### src/sv/dmp_pkg.sv
`timescale 1ns / 1ps
`default_nettype none

package dmp_pkg;

  localparam logic [4:0] FC_ID        = 5'd0;
  localparam logic [4:0] FC_QR        = 5'd1;
  localparam logic [4:0] FC_OPCODE    = 5'd2;
  localparam logic [4:0] FC_AA        = 5'd3;
  localparam logic [4:0] FC_TC        = 5'd4;
  localparam logic [4:0] FC_RD        = 5'd5;
  localparam logic [4:0] FC_RA        = 5'd6;
  localparam logic [4:0] FC_Z         = 5'd7;
  localparam logic [4:0] FC_RCODE     = 5'd8;
  localparam logic [4:0] FC_QDCOUNT   = 5'd9;
  localparam logic [4:0] FC_ANCOUNT   = 5'd10;
  localparam logic [4:0] FC_NSCOUNT   = 5'd11;
  localparam logic [4:0] FC_ARCOUNT   = 5'd12;
  localparam logic [4:0] FC_NAME_CHAR = 5'd13;
  localparam logic [4:0] FC_NAME_END  = 5'd14;
  localparam logic [4:0] FC_TYPE      = 5'd15;
  localparam logic [4:0] FC_CLASS     = 5'd16;
  localparam logic [4:0] FC_TTL       = 5'd17;
  localparam logic [4:0] FC_RDLENGTH  = 5'd18;
  localparam logic [4:0] FC_RDATA     = 5'd19;

  localparam logic [7:0] DOT_CHAR = 8'h2e;

  // one record per input byte that yields results
  typedef enum logic [1:0] {
    REC_SINGLE,
    REC_FLAGS2,
    REC_FLAGS3
  } rec_kind_t;

  typedef struct packed {
    rec_kind_t   kind;
    logic [4:0]  code;
    logic [31:0] value;
  } rec_t;

endpackage

`default_nettype wire

### src/sv/dmp_front.sv
`timescale 1ns / 1ps
`default_nettype none

module dmp_front (
  input  wire               clk,
  input  wire               rst,
  input  wire               in_valid,
  output logic              in_ready,
  input  wire  [7:0]        in_byte,
  input  wire               in_start,
  input  wire               cfg_valid,
  input  wire               cfg_data,
  output logic              push_valid,
  input  wire               push_ready,
  output dmp_pkg::rec_t     push_data
);
  import dmp_pkg::*;

  typedef enum logic [2:0] {
    PH_HEADER, PH_LEN, PH_LABEL, PH_TYPE, PH_CLASS, PH_TTL, PH_RDLEN, PH_RDATA
  } phase_t;

  phase_t      phase, phase_e, phase_next;
  logic [3:0]  pos, pos_e, pos_next;
  logic [31:0] acc, acc_e, acc_next;
  logic [7:0]  lrem, lrem_e, lrem_next;
  logic        first, first_e, first_next;
  logic [15:0] rrem, rrem_e, rrem_next;
  logic        stopped, stopped_e, stopped_next;
  logic        kind;
  logic        has_rec;
  rec_t        rec;
  logic        accept;
  logic [15:0] word;
  logic [7:0]  lrem_dec;
  logic [15:0] rrem_dec;

  assign in_ready   = push_ready;
  assign accept     = in_valid && in_ready;
  assign push_valid = accept && has_rec;
  assign push_data  = rec;

  always_comb begin
    phase_e   = in_start ? PH_HEADER : phase;
    pos_e     = in_start ? 4'd0 : pos;
    acc_e     = in_start ? 32'd0 : acc;
    lrem_e    = in_start ? 8'd0 : lrem;
    first_e   = in_start ? 1'b1 : first;
    rrem_e    = in_start ? 16'd0 : rrem;
    stopped_e = in_start ? 1'b0 : stopped;

    phase_next   = phase_e;
    pos_next     = pos_e;
    acc_next     = acc_e;
    lrem_next    = lrem_e;
    first_next   = first_e;
    rrem_next    = rrem_e;
    stopped_next = stopped_e;

    word     = {acc_e[7:0], in_byte};
    lrem_dec = lrem_e - 8'd1;
    rrem_dec = rrem_e - 16'd1;

    has_rec    = 1'b0;
    rec.kind   = REC_SINGLE;
    rec.code   = FC_ID;
    rec.value  = {24'd0, in_byte};

    if (!stopped_e) begin
      unique case (phase_e)
        PH_HEADER: begin
          if (pos_e == 4'd2) begin
            has_rec  = 1'b1;
            rec.kind = REC_FLAGS2;
          end else if (pos_e == 4'd3) begin
            has_rec  = 1'b1;
            rec.kind = REC_FLAGS3;
            if (kind && (in_byte[3:0] != 4'd0)) stopped_next = 1'b1;
          end else if (!pos_e[0]) begin
            acc_next = {24'd0, in_byte};
          end else begin
            has_rec   = 1'b1;
            rec.value = {16'd0, word};
            case (pos_e)
              4'd1:    rec.code = FC_ID;
              4'd5:    rec.code = FC_QDCOUNT;
              4'd7:    rec.code = FC_ANCOUNT;
              4'd9:    rec.code = FC_NSCOUNT;
              default: rec.code = FC_ARCOUNT;
            endcase
          end
          if (pos_e >= 4'd11) begin
            phase_next = PH_LEN;
            pos_next   = 4'd0;
          end else begin
            pos_next = pos_e + 4'd1;
          end
        end
        PH_LEN: begin
          if (in_byte == 8'd0) begin
            has_rec    = 1'b1;
            rec.code   = FC_NAME_END;
            rec.value  = 32'd0;
            phase_next = PH_TYPE;
            pos_next   = 4'd0;
          end else begin
            has_rec    = !first_e;
            rec.code   = FC_NAME_CHAR;
            rec.value  = {24'd0, DOT_CHAR};
            first_next = 1'b0;
            lrem_next  = in_byte;
            phase_next = PH_LABEL;
          end
        end
        PH_LABEL: begin
          has_rec   = 1'b1;
          rec.code  = FC_NAME_CHAR;
          lrem_next = lrem_dec;
          if (lrem_dec == 8'd0) phase_next = PH_LEN;
        end
        PH_TYPE, PH_CLASS, PH_RDLEN: begin
          if (pos_e == 4'd0) begin
            acc_next = {24'd0, in_byte};
            pos_next = 4'd1;
          end else begin
            has_rec   = 1'b1;
            rec.value = {16'd0, word};
            pos_next  = 4'd0;
            if (phase_e == PH_TYPE) begin
              rec.code   = FC_TYPE;
              phase_next = PH_CLASS;
            end else if (phase_e == PH_CLASS) begin
              rec.code = FC_CLASS;
              if (kind) phase_next = PH_TTL;
              else stopped_next = 1'b1;
            end else begin
              rec.code  = FC_RDLENGTH;
              rrem_next = word;
              if (word == 16'd0) stopped_next = 1'b1;
              else phase_next = PH_RDATA;
            end
          end
        end
        PH_TTL: begin
          acc_next = {acc_e[23:0], in_byte};
          if (pos_e >= 4'd3) begin
            has_rec    = 1'b1;
            rec.code   = FC_TTL;
            rec.value  = acc_next;
            pos_next   = 4'd0;
            phase_next = PH_RDLEN;
          end else begin
            pos_next = pos_e + 4'd1;
          end
        end
        PH_RDATA: begin
          has_rec   = 1'b1;
          rec.code  = FC_RDATA;
          rrem_next = rrem_dec;
          if (rrem_dec == 16'd0) stopped_next = 1'b1;
        end
      endcase
    end
  end

  always_ff @(posedge clk) begin
    if (rst) begin
      kind    <= 1'b0;
      phase   <= PH_HEADER;
      pos     <= 4'd0;
      acc     <= 32'd0;
      lrem    <= 8'd0;
      first   <= 1'b1;
      rrem    <= 16'd0;
      stopped <= 1'b0;
    end else begin
      if (cfg_valid) kind <= cfg_data;
      if (accept) begin
        phase   <= phase_next;
        pos     <= pos_next;
        acc     <= acc_next;
        lrem    <= lrem_next;
        first   <= first_next;
        rrem    <= rrem_next;
        stopped <= stopped_next;
      end
    end
  end

endmodule

`default_nettype wire

### src/sv/dmp_queue.sv
`timescale 1ns / 1ps
`default_nettype none

module dmp_queue #(
  parameter int DEPTH = 4
) (
  input  wire               clk,
  input  wire               rst,
  input  wire               push_valid,
  output logic              push_ready,
  input  dmp_pkg::rec_t     push_data,
  output logic              pop_valid,
  input  wire               pop_ready,
  output dmp_pkg::rec_t     pop_data
);
  import dmp_pkg::*;

  localparam int IDX_W = (DEPTH > 1) ? $clog2(DEPTH) : 1;
  localparam int CNT_W = $clog2(DEPTH + 1);

  rec_t             mem [DEPTH];
  logic [IDX_W-1:0] wr_ptr, rd_ptr;
  logic [CNT_W-1:0] count;
  logic             do_push, do_pop;

  assign push_ready = (count != CNT_W'(DEPTH));
  assign pop_valid  = (count != '0);
  assign pop_data   = mem[rd_ptr];
  assign do_push    = push_valid && push_ready;
  assign do_pop     = pop_valid && pop_ready;

  always_ff @(posedge clk) begin
    if (do_push) mem[wr_ptr] <= push_data;
  end

  always_ff @(posedge clk) begin
    if (rst) begin
      wr_ptr <= '0;
      rd_ptr <= '0;
      count  <= '0;
    end else begin
      if (do_push)
        wr_ptr <= (wr_ptr == IDX_W'(DEPTH - 1)) ? '0 : wr_ptr + IDX_W'(1);
      if (do_pop)
        rd_ptr <= (rd_ptr == IDX_W'(DEPTH - 1)) ? '0 : rd_ptr + IDX_W'(1);
      if (do_push && !do_pop) count <= count + CNT_W'(1);
      else if (!do_push && do_pop) count <= count - CNT_W'(1);
    end
  end

endmodule

`default_nettype wire

### src/sv/dmp_back.sv
`timescale 1ns / 1ps
`default_nettype none

module dmp_back (
  input  wire               clk,
  input  wire               rst,
  input  wire               head_valid,
  output logic              head_pop,
  input  dmp_pkg::rec_t     head,
  output logic              out_valid,
  input  wire               out_ready,
  output logic [4:0]        out_code,
  output logic [31:0]       out_value,
  output logic              out_last
);
  import dmp_pkg::*;

  logic [2:0]  sub;
  logic [4:0]  x_code;
  logic [31:0] x_value;
  logic        x_last;
  logic        load;
  logic [7:0]  b;

  assign b        = head.value[7:0];
  assign load     = head_valid && (!out_valid || out_ready);
  assign head_pop = load && x_last;

  always_comb begin
    x_code  = head.code;
    x_value = head.value;
    x_last  = 1'b1;
    unique case (head.kind)
      REC_FLAGS2: begin
        x_last = (sub == 3'd4);
        case (sub)
          3'd0: begin x_code = FC_QR;     x_value = {31'd0, b[7]};   end
          3'd1: begin x_code = FC_OPCODE; x_value = {28'd0, b[6:3]}; end
          3'd2: begin x_code = FC_AA;     x_value = {31'd0, b[2]};   end
          3'd3: begin x_code = FC_TC;     x_value = {31'd0, b[1]};   end
          default: begin x_code = FC_RD;  x_value = {31'd0, b[0]};   end
        endcase
      end
      REC_FLAGS3: begin
        x_last = (sub == 3'd2);
        case (sub)
          3'd0: begin x_code = FC_RA;       x_value = {31'd0, b[7]};   end
          3'd1: begin x_code = FC_Z;        x_value = {29'd0, b[6:4]}; end
          default: begin x_code = FC_RCODE; x_value = {28'd0, b[3:0]}; end
        endcase
      end
      default: x_last = 1'b1;
    endcase
  end

  always_ff @(posedge clk) begin
    if (rst) begin
      out_valid <= 1'b0;
      sub       <= 3'd0;
    end else begin
      if (load) begin
        out_valid <= 1'b1;
        sub       <= x_last ? 3'd0 : sub + 3'd1;
      end else if (out_ready) begin
        out_valid <= 1'b0;
      end
    end
  end

  always_ff @(posedge clk) begin
    if (load) begin
      out_code  <= x_code;
      out_value <= x_value;
      out_last  <= x_last;
    end
  end

endmodule

`default_nettype wire

### src/sv/dns_message_parser.sv
// DNS message parser.
// Input stream s_axis: one message byte per transaction; tuser marks the
// first byte of a message and restarts the parse there.
// Output stream m_axis: one field event per transaction; tuser is the field
// code, tdata the zero-extended value, tlast marks the last event of a byte.
// Config channel cfg: bit 0 selects question (0) or response (1) parsing;
// always ready; the user must write it only while the stream is idle.
// The block does not enforce it. Throughput: one byte per cycle on input
// while the record queue has room. Output moves one event per cycle while
// m_axis_tready is high; header flag bytes expand to five and three events,
// which the queue (QUEUE_DEPTH entries) absorbs while input continues.
// Stall: when m_axis_tready is low the output register holds, the queue
// fills, and s_axis_tready drops once it is full.
// Reset: synchronous; clears the parse to header byte 0, message_kind to
// question, and empties the queue and output register.
`timescale 1ns / 1ps
`default_nettype none

module dns_message_parser #(
  parameter int QUEUE_DEPTH = 8
) (
  input  wire         clk,
  input  wire         rst,
  input  wire         s_axis_tvalid,
  output logic        s_axis_tready,
  input  wire  [7:0]  s_axis_tdata,   // msg_byte
  input  wire         s_axis_tuser,   // msg_start
  output logic        m_axis_tvalid,
  input  wire         m_axis_tready,
  output logic [31:0] m_axis_tdata,   // field_value
  output logic [4:0]  m_axis_tuser,   // field_code
  output logic        m_axis_tlast,   // last_of_run
  input  wire         cfg_valid,
  output logic        cfg_ready,
  input  wire         cfg_data        // message_kind
);
  import dmp_pkg::*;

  logic push_valid, push_ready, head_valid, head_pop;
  rec_t push_data, head;

  assign cfg_ready = 1'b1;

  dmp_front u_front (
    .clk        (clk),
    .rst        (rst),
    .in_valid   (s_axis_tvalid),
    .in_ready   (s_axis_tready),
    .in_byte    (s_axis_tdata),
    .in_start   (s_axis_tuser),
    .cfg_valid  (cfg_valid),
    .cfg_data   (cfg_data),
    .push_valid (push_valid),
    .push_ready (push_ready),
    .push_data  (push_data)
  );

  dmp_queue #(.DEPTH(QUEUE_DEPTH)) u_queue (
    .clk        (clk),
    .rst        (rst),
    .push_valid (push_valid),
    .push_ready (push_ready),
    .push_data  (push_data),
    .pop_valid  (head_valid),
    .pop_ready  (head_pop),
    .pop_data   (head)
  );

  dmp_back u_back (
    .clk        (clk),
    .rst        (rst),
    .head_valid (head_valid),
    .head_pop   (head_pop),
    .head       (head),
    .out_valid  (m_axis_tvalid),
    .out_ready  (m_axis_tready),
    .out_code   (m_axis_tuser),
    .out_value  (m_axis_tdata),
    .out_last   (m_axis_tlast)
  );

endmodule

`default_nettype wire

### config.mk
export PLATFORM = sky130hd
export DESIGN_NAME = dns_message_parser
export DESIGN_NICKNAME = d
export VERILOG_FILES = /design/src/sv/dmp_pkg.sv /design/src/sv/dmp_front.sv /design/src/sv/dmp_queue.sv /design/src/sv/dmp_back.sv /design/src/sv/dns_message_parser.sv
export SDC_FILE = /design/constraint.sdc
export NUM_CORES = 1
export LEC_CHECK = 0
export BUFFER_PORTS_ARGS = -buffer_cell sky130_fd_sc_hd__buf_2
export CORE_MARGIN = 5
export CORE_UTILIZATION = 40
export CTS_BUF_LIST = sky130_fd_sc_hd__clkbuf_4 sky130_fd_sc_hd__clkbuf_8 sky130_fd_sc_hd__clkbuf_16
export CTS_CLUSTER_DIAMETER = 120
export DETAILED_ROUTE_END_ITERATION = 8
export PLACE_DENSITY = 0.65
export SYNTH_ARGS = -nofsm -noshare
export SYNTH_HDL_FRONTEND = slang
export SYNTH_HIERARCHICAL = 1
export SYNTH_SLANG_ARGS = --single-unit
### constraint.sdc
create_clock -name clk -period 9.15 [get_ports clk]
set_input_delay 0 -clock clk [delete_from_list [all_inputs] [get_ports clk]]
set_output_delay 0 -clock clk [all_outputs]
set_load 0.01 [all_outputs]
==> metrics, run 1 <==
Die H=224.2 um; number of I/O pins=56; Register-to-Register Path Depth=14; CTS Sinks=between 400 and 500; non-filler cells, final=1908; final core utilization=a little under half; Initial Utilization=40.46%; final setup violation count=0; initial antenna violation count=0; worst-skew pair later-pin latency=0.55 ns; largest family of logic cells by synthesized area=multiplexers; dpl ws=4.317 ns; worst hold path depth=5; status=complete, no violations; Hold Path Class=in -> reg; total core area=45380 sq um; RSZ-0062 raised after global routing=false; Initial DRT Pass Iterations=5; number of flops mapped to enable cells by yosys=350; CP dominant cell by count=ha_1; Warnings, synthesis=6; routed wire length=approximately 40000 um; HPWL Detailed=24140 um; largest net degree at the start of global routing=between 50 and 60; Startpoint Class=register; reg2reg end=u_queue/count[3]; largest cells by area after synthesis=edfxtp_1 (57%), mux4_2 (9.6%), dfxtp_1 (8.2%); Post-CTS Setup Inserts=0; gr ovfl total=0; H-tree Lvls=2; DIE WIDTH=between 200 and 250 um; leakage power=approximately 6.9 nW; Layout area overhead=13.74%; Remaining DRCs=0; area share of fa/ha/maj cells after synthesis=around 1.6%; FP Rows=78; DR WL/cell=roughly 21 um; mean post-synth cell area=roughly 15 sq um; Slew HR=36.65%; CP peak stage delay=approximately 0.70 ns; routed vias=~11k; syn_nets=roughly 1.2k; Worst setup EP type=register; number of CTS-inserted buffers=between 40 and 50; most common cell in the netlist=edfxtp_1; Crit Path Max Fanout=42; antenna cells=0; post-synthesis compound-gate area fraction=between 7 and 8%; Max-Cap Viols=0; Max Clock Skew=0.01056 ns; final setup TNS=0 ns; DRT iter0 DRCs=1003; ys async rst share=0%; Clock transition at path regs=~0.06 ns; fin area=20880 sq um; Synth top cells by count=edfxtp_1 (350), mux4_2 (78), nor2_1 (78); CP arrival=around 5 ns; CTS tree=yes; PostCTS Resize Cnt=0; Crit Path Category=reg -> reg; Final WS setup=4.517 ns; Detail Route Antenna Nets=0; final hold slack=0.2201 ns; area share of the largest cell type after synthesis=57.24%; Yosys reg bits=around 430; Synth Area in XOR/XNOR=under 10%; Worst Tran Pin Value=0.9430 ns; All-Layer GR Usage=15.74%; vias in the first global route=10.73k; CP Cell Sequence=buf_4 -> mux4_2 -> mux2_2 -> ha_1 -> and3b_1 -> o311a_4 -> nand2_1 -> ha_1 -> inv_1 -> ha_1 -> a21oi_1 -> a211oi_1 -> a31oi_1 -> mux2_2; total power=between 5 and 6 mW; CP required=9.59 ns; Syn Inst Count=between 1k and 1.5k; VDD IR-drop max=0.0001483 V; r2r setup slk=4.52 ns; Post-Synth Simple-Gate Area=9.077%; Via density=around 5.6; Clock Path Buffers=3; post-synthesis mux area share=12.70%; first-pass GRT wire length=~62000 um; Tmin final=4.633 ns; final hold vios=0; fmax=0.2158 GHz; Seq/Total Area, Yosys=between 60 and 70%; critical path endpoint=u_queue/count[3]; Synth Flop Type=edfxtp_1; port bufs=54; Clock Tree Root=clkbuf_16; Die ar.=50290 sq um; final period utilization=50.64%; Hold Path Origin=s_axis_tuser; Cell variety after synth=80; routability-driven placement congestion ratio=0.8945; nets=1312; Pwr Density=roughly 250 nW/um^2; max-slew violations=0; Placed Instances=1814; layout cells sized above 1=roughly 22%; synthesized area=around 18000 sq um; slowest library cell on the worst path=dfxtp_4; area post-placement=~19000 sq um; area leader, netlist=edfxtp_1
==> layer usage <==
layer,vias to the layer above,share of wire (%),track usage (%)
met4,0,2.4,4.793
li1,4837,-,-
met1,5393,44,22.09
met2,338,48,25.73
met5,-,0,0
met3,67,5.7,2.336
==> cells by family (layout without fill, tap and decap cells) <==
logic type	count (synthesis)	count (layout)
flip-flops	425	425
AND/OR/NAND/NOR	318	318
AO/OA/AOI/OAI	203	203
multiplexers	123	123
buffers and inverters	91	193
adder cells (fa/ha/maj)	23	23
XOR/XNOR	22	22
other	1	1
==> area by class of cell <==
class                   count  area [sq um]
fillers                  3944         24500
flip-flops and latches    425         12020
multi-input cells         690          5944
clock buffers              58          1255
well taps                 600         750.7
repair buffers             89         568.0
clock inverters            22         254.0
inverters                  24         90.09
==> worst min-delay path by stage <==
stage,slack [ns],endpoint
after floorplan,0.06,u_back/sub[2]
after global placement,0.23,u_front/kind
after detailed placement,0.26,u_front/kind
after CTS,0.18,u_front/first
after global routing,0.27,u_front/acc[23]
final,0.22,u_front/first
==> sequential cells by signal (all words and copies together) (netlist names), named ones only <==
| register | cells |
|---|---|
| u_back/out_code | 5 |
| u_back/out_valid | 1 |
| u_back/out_value | 32 |
| u_queue/count | 4 |
| u_front/phase | 3 |
| u_front/rrem | 16 |
| u_front/stopped | 1 |
| u_queue/mem | 312 |
| u_front/pos | 4 |
| u_back/out_last | 1 |
| u_front/first | 1 |
| u_front/lrem | 8 |
| u_front/kind | 1 |
| u_front/acc | 24 |
| u_back/sub | 3 |
| u_queue/rd_ptr | 3 |
| u_queue/wr_ptr | 3 |
==> placed cells by master (no fill, tap or decap), types with 6 or more instances in the layout <==
cell type	instances
ha_1	22
bufinv_16	6
dlygate4sd3_1	14
nand2b_1	12
a31oi_1	7
o2bb2ai_1	9
o21ai_0	43
or4_1	8
mux2_2	20
nor3_1	13
mux2_4	20
and2_1	52
nor2_1	74
xor2_1	10
a21oi_1	44
or3_1	8
nor2b_1	10
buf_2	54
a22oi_1	16
nor4_1	9
buf_4	21
mux4_2	78
clkinv_1	12
clkbuf_16	45
nand2_1	68
xnor2_1	12
clkbuf_4	8
inv_1	21
a211oi_1	8
a22o_1	23
edfxtp_1	350
nand3_1	22
dfxtp_1	72
==> critical path, delay by kind of cell (launching register included) <==
kind	cells	cell delay (ns)
flops	1	0.70
buf+inv	2	0.70
compound gates	4	0.82
fa+ha+maj	3	0.81
mux	3	1.05
simple gates	2	0.41
==> repair_timing <==
item                       in CTS  in global routing
setup endpoints to repair       0                  0
hold buffers                   14                  0
hold endpoints to repair       32                  0
==> report_power, final <==
group	switching [mW]	internal, mW	total [mW]
sequential	0.0894	2.30	2.39
clock	0.714	1.13	1.85
combinational	0.565	0.448	1.01
(Power assumes the default switching activity.)
==> run 2, diff against run 1 <==
ABC_AREA = 1   (was not set)
PLACE_DENSITY = 0.67   (was 0.65)
clock period = 3.75 ns   (was 9.15 ns; I/O delays follow)
==> metrics, run 2 <==
status=complete, no violations; metal2 WL=24340 um; number of flops mapped to enable cells by yosys=350; Die ar.=54760 sq um; gr ovfl total=0; Startpoint Class=register; layout cells sized above 1=12.53%; DRT iter0 DRCs=1218; max reg flops=312; Clock transition at path regs=0.06 ns; CTS Sinks=around 430; final setup TNS=0 ns; Clock Tree Root=clkbuf_16; syn_nets=2212; Worst setup EP type=register; Die H=234.0 um; CP top delay family=simple AND/OR/NAND/NOR gates; CP dominant cell by count=nand2_1; Max-Cap Viols=0; final hold vios=0; RSZ-0062 raised after global routing=false; routed vias=roughly 15k; routability-driven placement congestion ratio=0.9003; port bufs=between 50 and 60; vias in the first global route=about 14k; VDD IR-drop max=0.0002800 V; first-pass GRT wire length=79490 um; Top Registers=u_queue/mem x312, u_back/out_value x32, u_front/acc x24; CP Cell Sequence=inv_1 -> nor2_1 -> inv_1 -> ha_1 -> nand2_4 -> nand2_1 -> nand2_1 -> nor4_1 -> nor3_1 -> nand2_1 -> inv_1 -> nand2_1 -> buf_4 -> nor2_4 -> buf_12; r2r setup slk=0.33 ns; Remaining DRCs=0; fmax=0.2924 GHz; Pwr Density=about 600 nW/um^2; Initial DRT Pass Iterations=5; Largest Register=u_queue/mem; Max Used Layer=met4; area share of the largest cell type after synthesis=52.36%; DR WL/cell=17.32 um; leakage power=9.190 nW; most common cell after layout, fill and taps aside=nand2_1; r2r startpoint=u_front/pos[0]; number of CTS-inserted buffers=45; Seq/Total Area, Yosys=about three fifths; final period utilization=91.20%; most frequent cells in the layout=nand2_1 (475), nor2_1 (420), edfxtp_1 (350); mean post-synth cell area=9.233 sq um; antenna cells=0; Via density=5.106; ys async rst share=0%; CP peak stage delay=around 0.31 ns; worst hold path depth=5; CP required=3.99 ns; largest net degree at the start of global routing=87; total core area=roughly 50000 sq um; reg2reg end=u_queue/mem[3][17]; synthesized area=20070 sq um; Hold Path Class=in -> reg; slowest library cell on the worst path=dfxtp_1; initial antenna violation count=0; routed wire length=51170 um; Slew HR=26.69%; Crit Path Category=reg -> reg; HPWL Detailed=32130 um; FP Rows=between 80 and 90; Met3 Wirelength=3410 um; FILL cells=approximately 4.6k; area leader, netlist=edfxtp_1; Tmin final=3.420 ns; Layout area overhead=13.80%; DIE WIDTH=approximately 230 um; Syn Inst Count=about 2.2k; Max Clock Skew=0.02164 ns; max-slew violations=0; Warnings, synthesis=6; Crit Path Max Fanout=39; Worst Tran Pin Value=1.091 ns; CP arrival=between 3 and 4 ns; worst-skew pair later-pin latency=about 0.6 ns; All-Layer GR Usage=18.33%; Clock Path Buffers=3; nets=2285; final hold slack=0.04228 ns; largest cells by area after synthesis=edfxtp_1 (52%), nand2_1 (8.9%), nor2_1 (8.0%); number of I/O pins=56; Yosys reg bits=425; Crit path buffers/inverters=5; Synth Flop Type=edfxtp_1; most common cell in the netlist=nand2_1; Initial Utilization=around two fifths; Cell variety after synth=53; H-tree Lvls=2; Hold Path Origin=s_axis_tdata[3]; worst hold path endpoint=u_front/rrem[3]; CTS tree=yes; Synth top cells by count=nand2_1 (475), nor2_1 (428), edfxtp_1 (350); Metal-1 WL=22290 um; final setup violation count=0; Register-to-Register Path Depth=15; Detail Route Antenna Nets=0
run 2: changes by cell type after synthesis, sizes merged, moves of 15 or more:
cell / change
mux4: -78
nand3: +46
inv: +160
a21oi: +63
a22oi: -15
a22o: -23
nand2: +429
o21ai: +212
buf: +38
mux2: -40
nor2: +368
and2: -53
run 2: logic make-up after synthesis:
logic type	synth area share, %
AOI/OAI and AO/OA	10.66
xor gates and xnor gates	0.3491
adders and majority gates	1.471
buffers and inverters	6.483
DFF	59.84
other	0.01868
and+or+nand+nor	21.18
run 2: how the worst max path moves through the flow:
stage                         from                 end  slack [ns]  cells past startpoint
floorplan           u_front/pos[0]   u_queue/mem[0][0]       -0.40                     12
global placement    u_front/pos[0]   u_queue/mem[7][7]        0.06                     14
detailed placement  u_front/pos[0]   u_queue/mem[7][4]       -0.02                     14
CTS                 u_front/pos[0]  u_queue/mem[7][15]        0.05                     14
global route        u_front/pos[0]    u_queue/count[3]        0.02                     19
finish              u_front/pos[0]  u_queue/mem[3][17]        0.33                     15
run 2: through the flow:
step	worst slack [ns]	util [%]	instance area [sq um]	std cells	power, mW
after global routing	0.01786	45.81	22840	2954	14.55
after CTS	0.04884	45.44	22660	2939	13.90
final	0.3300	45.81	22840	2954	13.79
after global placement	0.05546	42.15	21020	2845	9.251
after floorplan	-0.4021	-	20080	2174	8.321
after detailed placement	-0.02204	42.15	21020	2845	9.312
run 2: per-layer routing:
| layer | vias to the layer above | track usage (%) |
|---|---|---|
| li1 | 7381 | - |
| met1 | 7136 | 25.20 |
| met2 | 485 | 30.20 |
| met3 | 81 | 2.954 |
| met4 | 0 | 5.359 |
| met5 | - | 0 |
run 2: area by class of cell:
class	count	area, sq um	share of cell area (%)
clock buffer	52	1179	5.160
inverter	183	695.7	3.046
tap	672	840.8	3.681
multi-input combinational	1468	6844	29.96
clock inverter	30	332.8	1.457
sequential	425	12020	52.61
timing repair buffer	124	933.4	4.086
run 2: where the power goes:
group          switching, mW  internal [mW]  total (mW)
Sequential             0.176           5.71        5.89
Clock                   1.87           2.69        4.56
Combinational           2.33           1.00        3.34
run 2: worst reg2reg max path, cell delays in order (launching register included):
cell and delay (ns):
dfxtp_1 0.31, inv_1 0.09, nor2_1 0.27, inv_1 0.21, ha_1 0.25, nand2_4 0.10
nand2_1 0.09, nand2_1 0.13, nor4_1 0.09, nor3_1 0.25, nand2_1 0.17, inv_1 0.14
nand2_1 0.30, buf_4 0.28, nor2_4 0.10, buf_12 0.29
run 2: repair_timing:
item                       4_1_cts  5_1_grt
gates resized for setup          2       11
hold buffers                    12        0
buffers inserted                 0       13
cloned                           0        2
setup endpoints to repair       23      157
hold endpoints to repair        22        0
pin swaps                        0        2
==> run 3, diff against run 2 <==
SYNTH_HIERARCHICAL = not set   (was 1)
==> metrics, run 3 <==
Warnings, synthesis=0; routability-driven placement congestion ratio=0.8912; port bufs=54; Die H=229.2 um; Syn Inst Count=1883; Remaining DRCs=0; Yosys reg bits=between 400 and 500; ys async rst share=0%; DIE WIDTH=229.2 um; CTS Hold Bufs=9; post-synthesis mux area share=0%; Detail Route Antenna Nets=0; Worst Tran Pin Value=1.248 ns; Largest Register=u_queue.mem; area leader, netlist=edfxtp_1; area share of the largest cell type after synthesis=a little over half; largest family of logic cells by synthesized area=simple AND/OR/NAND/NOR gates; Crit Path Max Fanout=10; final hold vios=0; CTS Sinks=425; Slew HR=16.69%; Final WS setup=0.2863 ns; r2r startpoint=u_front.phase[0]; largest net degree at the start of global routing=115; leakage power=8.459 nW; synthesized area=between 15000 and 20000 sq um; Post-CTS Setup Inserts=0; All-Layer GR Usage=18.45%; most frequent cells in the layout=edfxtp_1 (350), nor2_1 (272), nand2_1 (259); FILL cells=4432; FP Rows=80; initial antenna violation count=0; fmax=0.2887 GHz; Worst setup EP type=register; Synth top cells by count=edfxtp_1 (350), nor2_1 (272), nand2_1 (259); PostCTS Resize Cnt=0; Hold Path Origin=rst; most common cell in the netlist=edfxtp_1; total core area=around 48000 sq um; final core utilization=45.55%; Initial Utilization=around 40%; final period utilization=92.37%; worst hold path endpoint=u_queue.count[0]; HPWL Detailed=between 30000 and 40000 um; gr ovfl total=0; Synth Flop Type=edfxtp_1; most common cell after layout, fill and taps aside=edfxtp_1; syn_nets=between 1.5k and 2k; area of the multi-input gates=6216 sq um; largest cells by area after synthesis=edfxtp_1 (55%), dfxtp_1 (7.8%), o21ai_0 (6.6%); Startpoint Class=register; Synth Area in XOR/XNOR=0.1367%; CTS tree=yes; status=complete, no violations; number of CTS-inserted buffers=between 40 and 50; final setup violation count=0; Reg area=12020 sq um; Clock transition at path regs=approximately 0.060 ns; first-pass GRT wire length=approximately 78000 um; DR WL/cell=19.49 um; DRT iter0 DRCs=1245; CP required=about 4.2 ns; RSZ-0062 raised after global routing=false; non-filler cells, final=between 2k and 3k; H-tree Lvls=2; Placed Instances=2488; reg2reg end=u_queue.count[3]; Initial DRT Pass Iterations=6; post-synthesis compound-gate area fraction=15.08%; routed vias=14.23k; r2r setup slk=0.29 ns; worst-skew pair later-pin latency=0.58 ns; routed wire length=50200 um; vias in the first global route=around 14k; Tmin final=3.464 ns; Seq/Total Area, Yosys=62.49%; worst hold path depth=2; Max Clock Skew=roughly 0.014 ns; Max-Cap Viols=0; Clock Tree Root=clkbuf_16; Top Registers=u_queue.mem x312, u_back.out_value x32, u_front.acc x24; Post-Synth Simple-Gate Area=15.27%; number of flops mapped to enable cells by yosys=350; final setup TNS=0 ns; Die ar.=between 50000 and 60000 sq um; max-slew violations=0; dpl ws=0.3103 ns; CP arrival=3.92 ns; Pwr Density=649.5 nW/um^2; mean post-synth cell area=10.21 sq um; VDD IR-drop max=0.0004376 V; Crit Path Category=reg -> reg; max reg flops=312; Via density=5.523; number of I/O pins=56; Layout area overhead=12.91%; area share of fa/ha/maj cells after synthesis=1.536%; layout cells sized above 1=14.18%; antenna cells=0; Hold Path Class=in -> reg; Clock Path Buffers=3; Register-to-Register Path Depth=20; nets=1967; Cell variety after synth=47
## run 3: through the flow
step,cell area [sq um],power [mW],hold WS [ns]
floorplan,19230,8.508,0.09406
global placement,20150,9.723,0.2040
detailed placement,20150,9.809,0.2009
CTS,21700,14.21,0.0003435
global route,21700,14.84,0.06065
finish,21700,14.10,0.02505
## run 3: worst max path at each step
stage          cells after the start             start  slack, ns            endpoint
2_1_floorplan                     14    u_front.pos[0]      -0.97   u_queue.mem[6][0]
3_3_place_gp                      14    u_front.pos[1]       0.30  u_queue.mem[6][18]
3_5_place_dp                      14    u_front.pos[1]       0.31  u_queue.mem[6][18]
4_1_cts                           14    u_front.pos[1]       0.29  u_queue.mem[6][17]
5_1_grt                           14    u_front.pos[1]       0.06   u_queue.mem[6][8]
6_report                          20  u_front.phase[0]       0.29    u_queue.count[3]
## run 3: final cells by class
cell class / instances / share of cell area (%)
flip-flops and latches: 425 / 55.37
well taps: 615 / 3.545
clock inverters: 21 / 0.9858
inverters: 161 / 2.819
clock buffers: 58 / 5.748
repair buffers: 97 / 2.894
multi-input cells: 1199 / 28.64
## run 3: worst max-delay path, stage by stage (launching register included)
cell	delay (ns)
dfxtp_1	0.41
nand2_4	0.17
nor2_2	0.06
nand2_2	0.18
inv_2	0.08
nand2_2	0.14
inv_1	0.08
nor3_1	0.39
nand2_1	0.16
nand2_2	0.14
inv_1	0.09
ha_2	0.20
inv_1	0.12
ha_1	0.28
and3_1	0.20
a211oi_1	0.23
nor2_1	0.07
nor2_1	0.09
nand2_1	0.07
o21ai_0	0.14
a21oi_1	0.06
## run 3: layer usage
metal / routed length (um) / share of wire, % / track usage (%) / up-vias
li1: - / - / - / 6728
met1: 21900 / 44 / 24.97 / 6945
met4: 1151 / 2.3 / 5.657 / 0
met3: 3199 / 6.4 / 3.381 / 76
met5: 0 / 0 / 0 / -
met2: 23940 / 48 / 30.46 / 477
## run 3: kinds of logic (layout without fill, tap and decap cells)
logic type	after synthesis	in the layout
other cells	1	1
xor+xnor	3	3
simple gates	683	683
fa+ha+maj	23	23
compound gates	489	489
flops	425	425
buf+inv	259	337
## run 3: power by group
group	switching, mW	internal [mW]	total (mW)
registers	0.166	5.71	5.87
logic	2.63	1.20	3.83
clock network	1.82	2.57	4.39
total	4.62	9.48	14.1
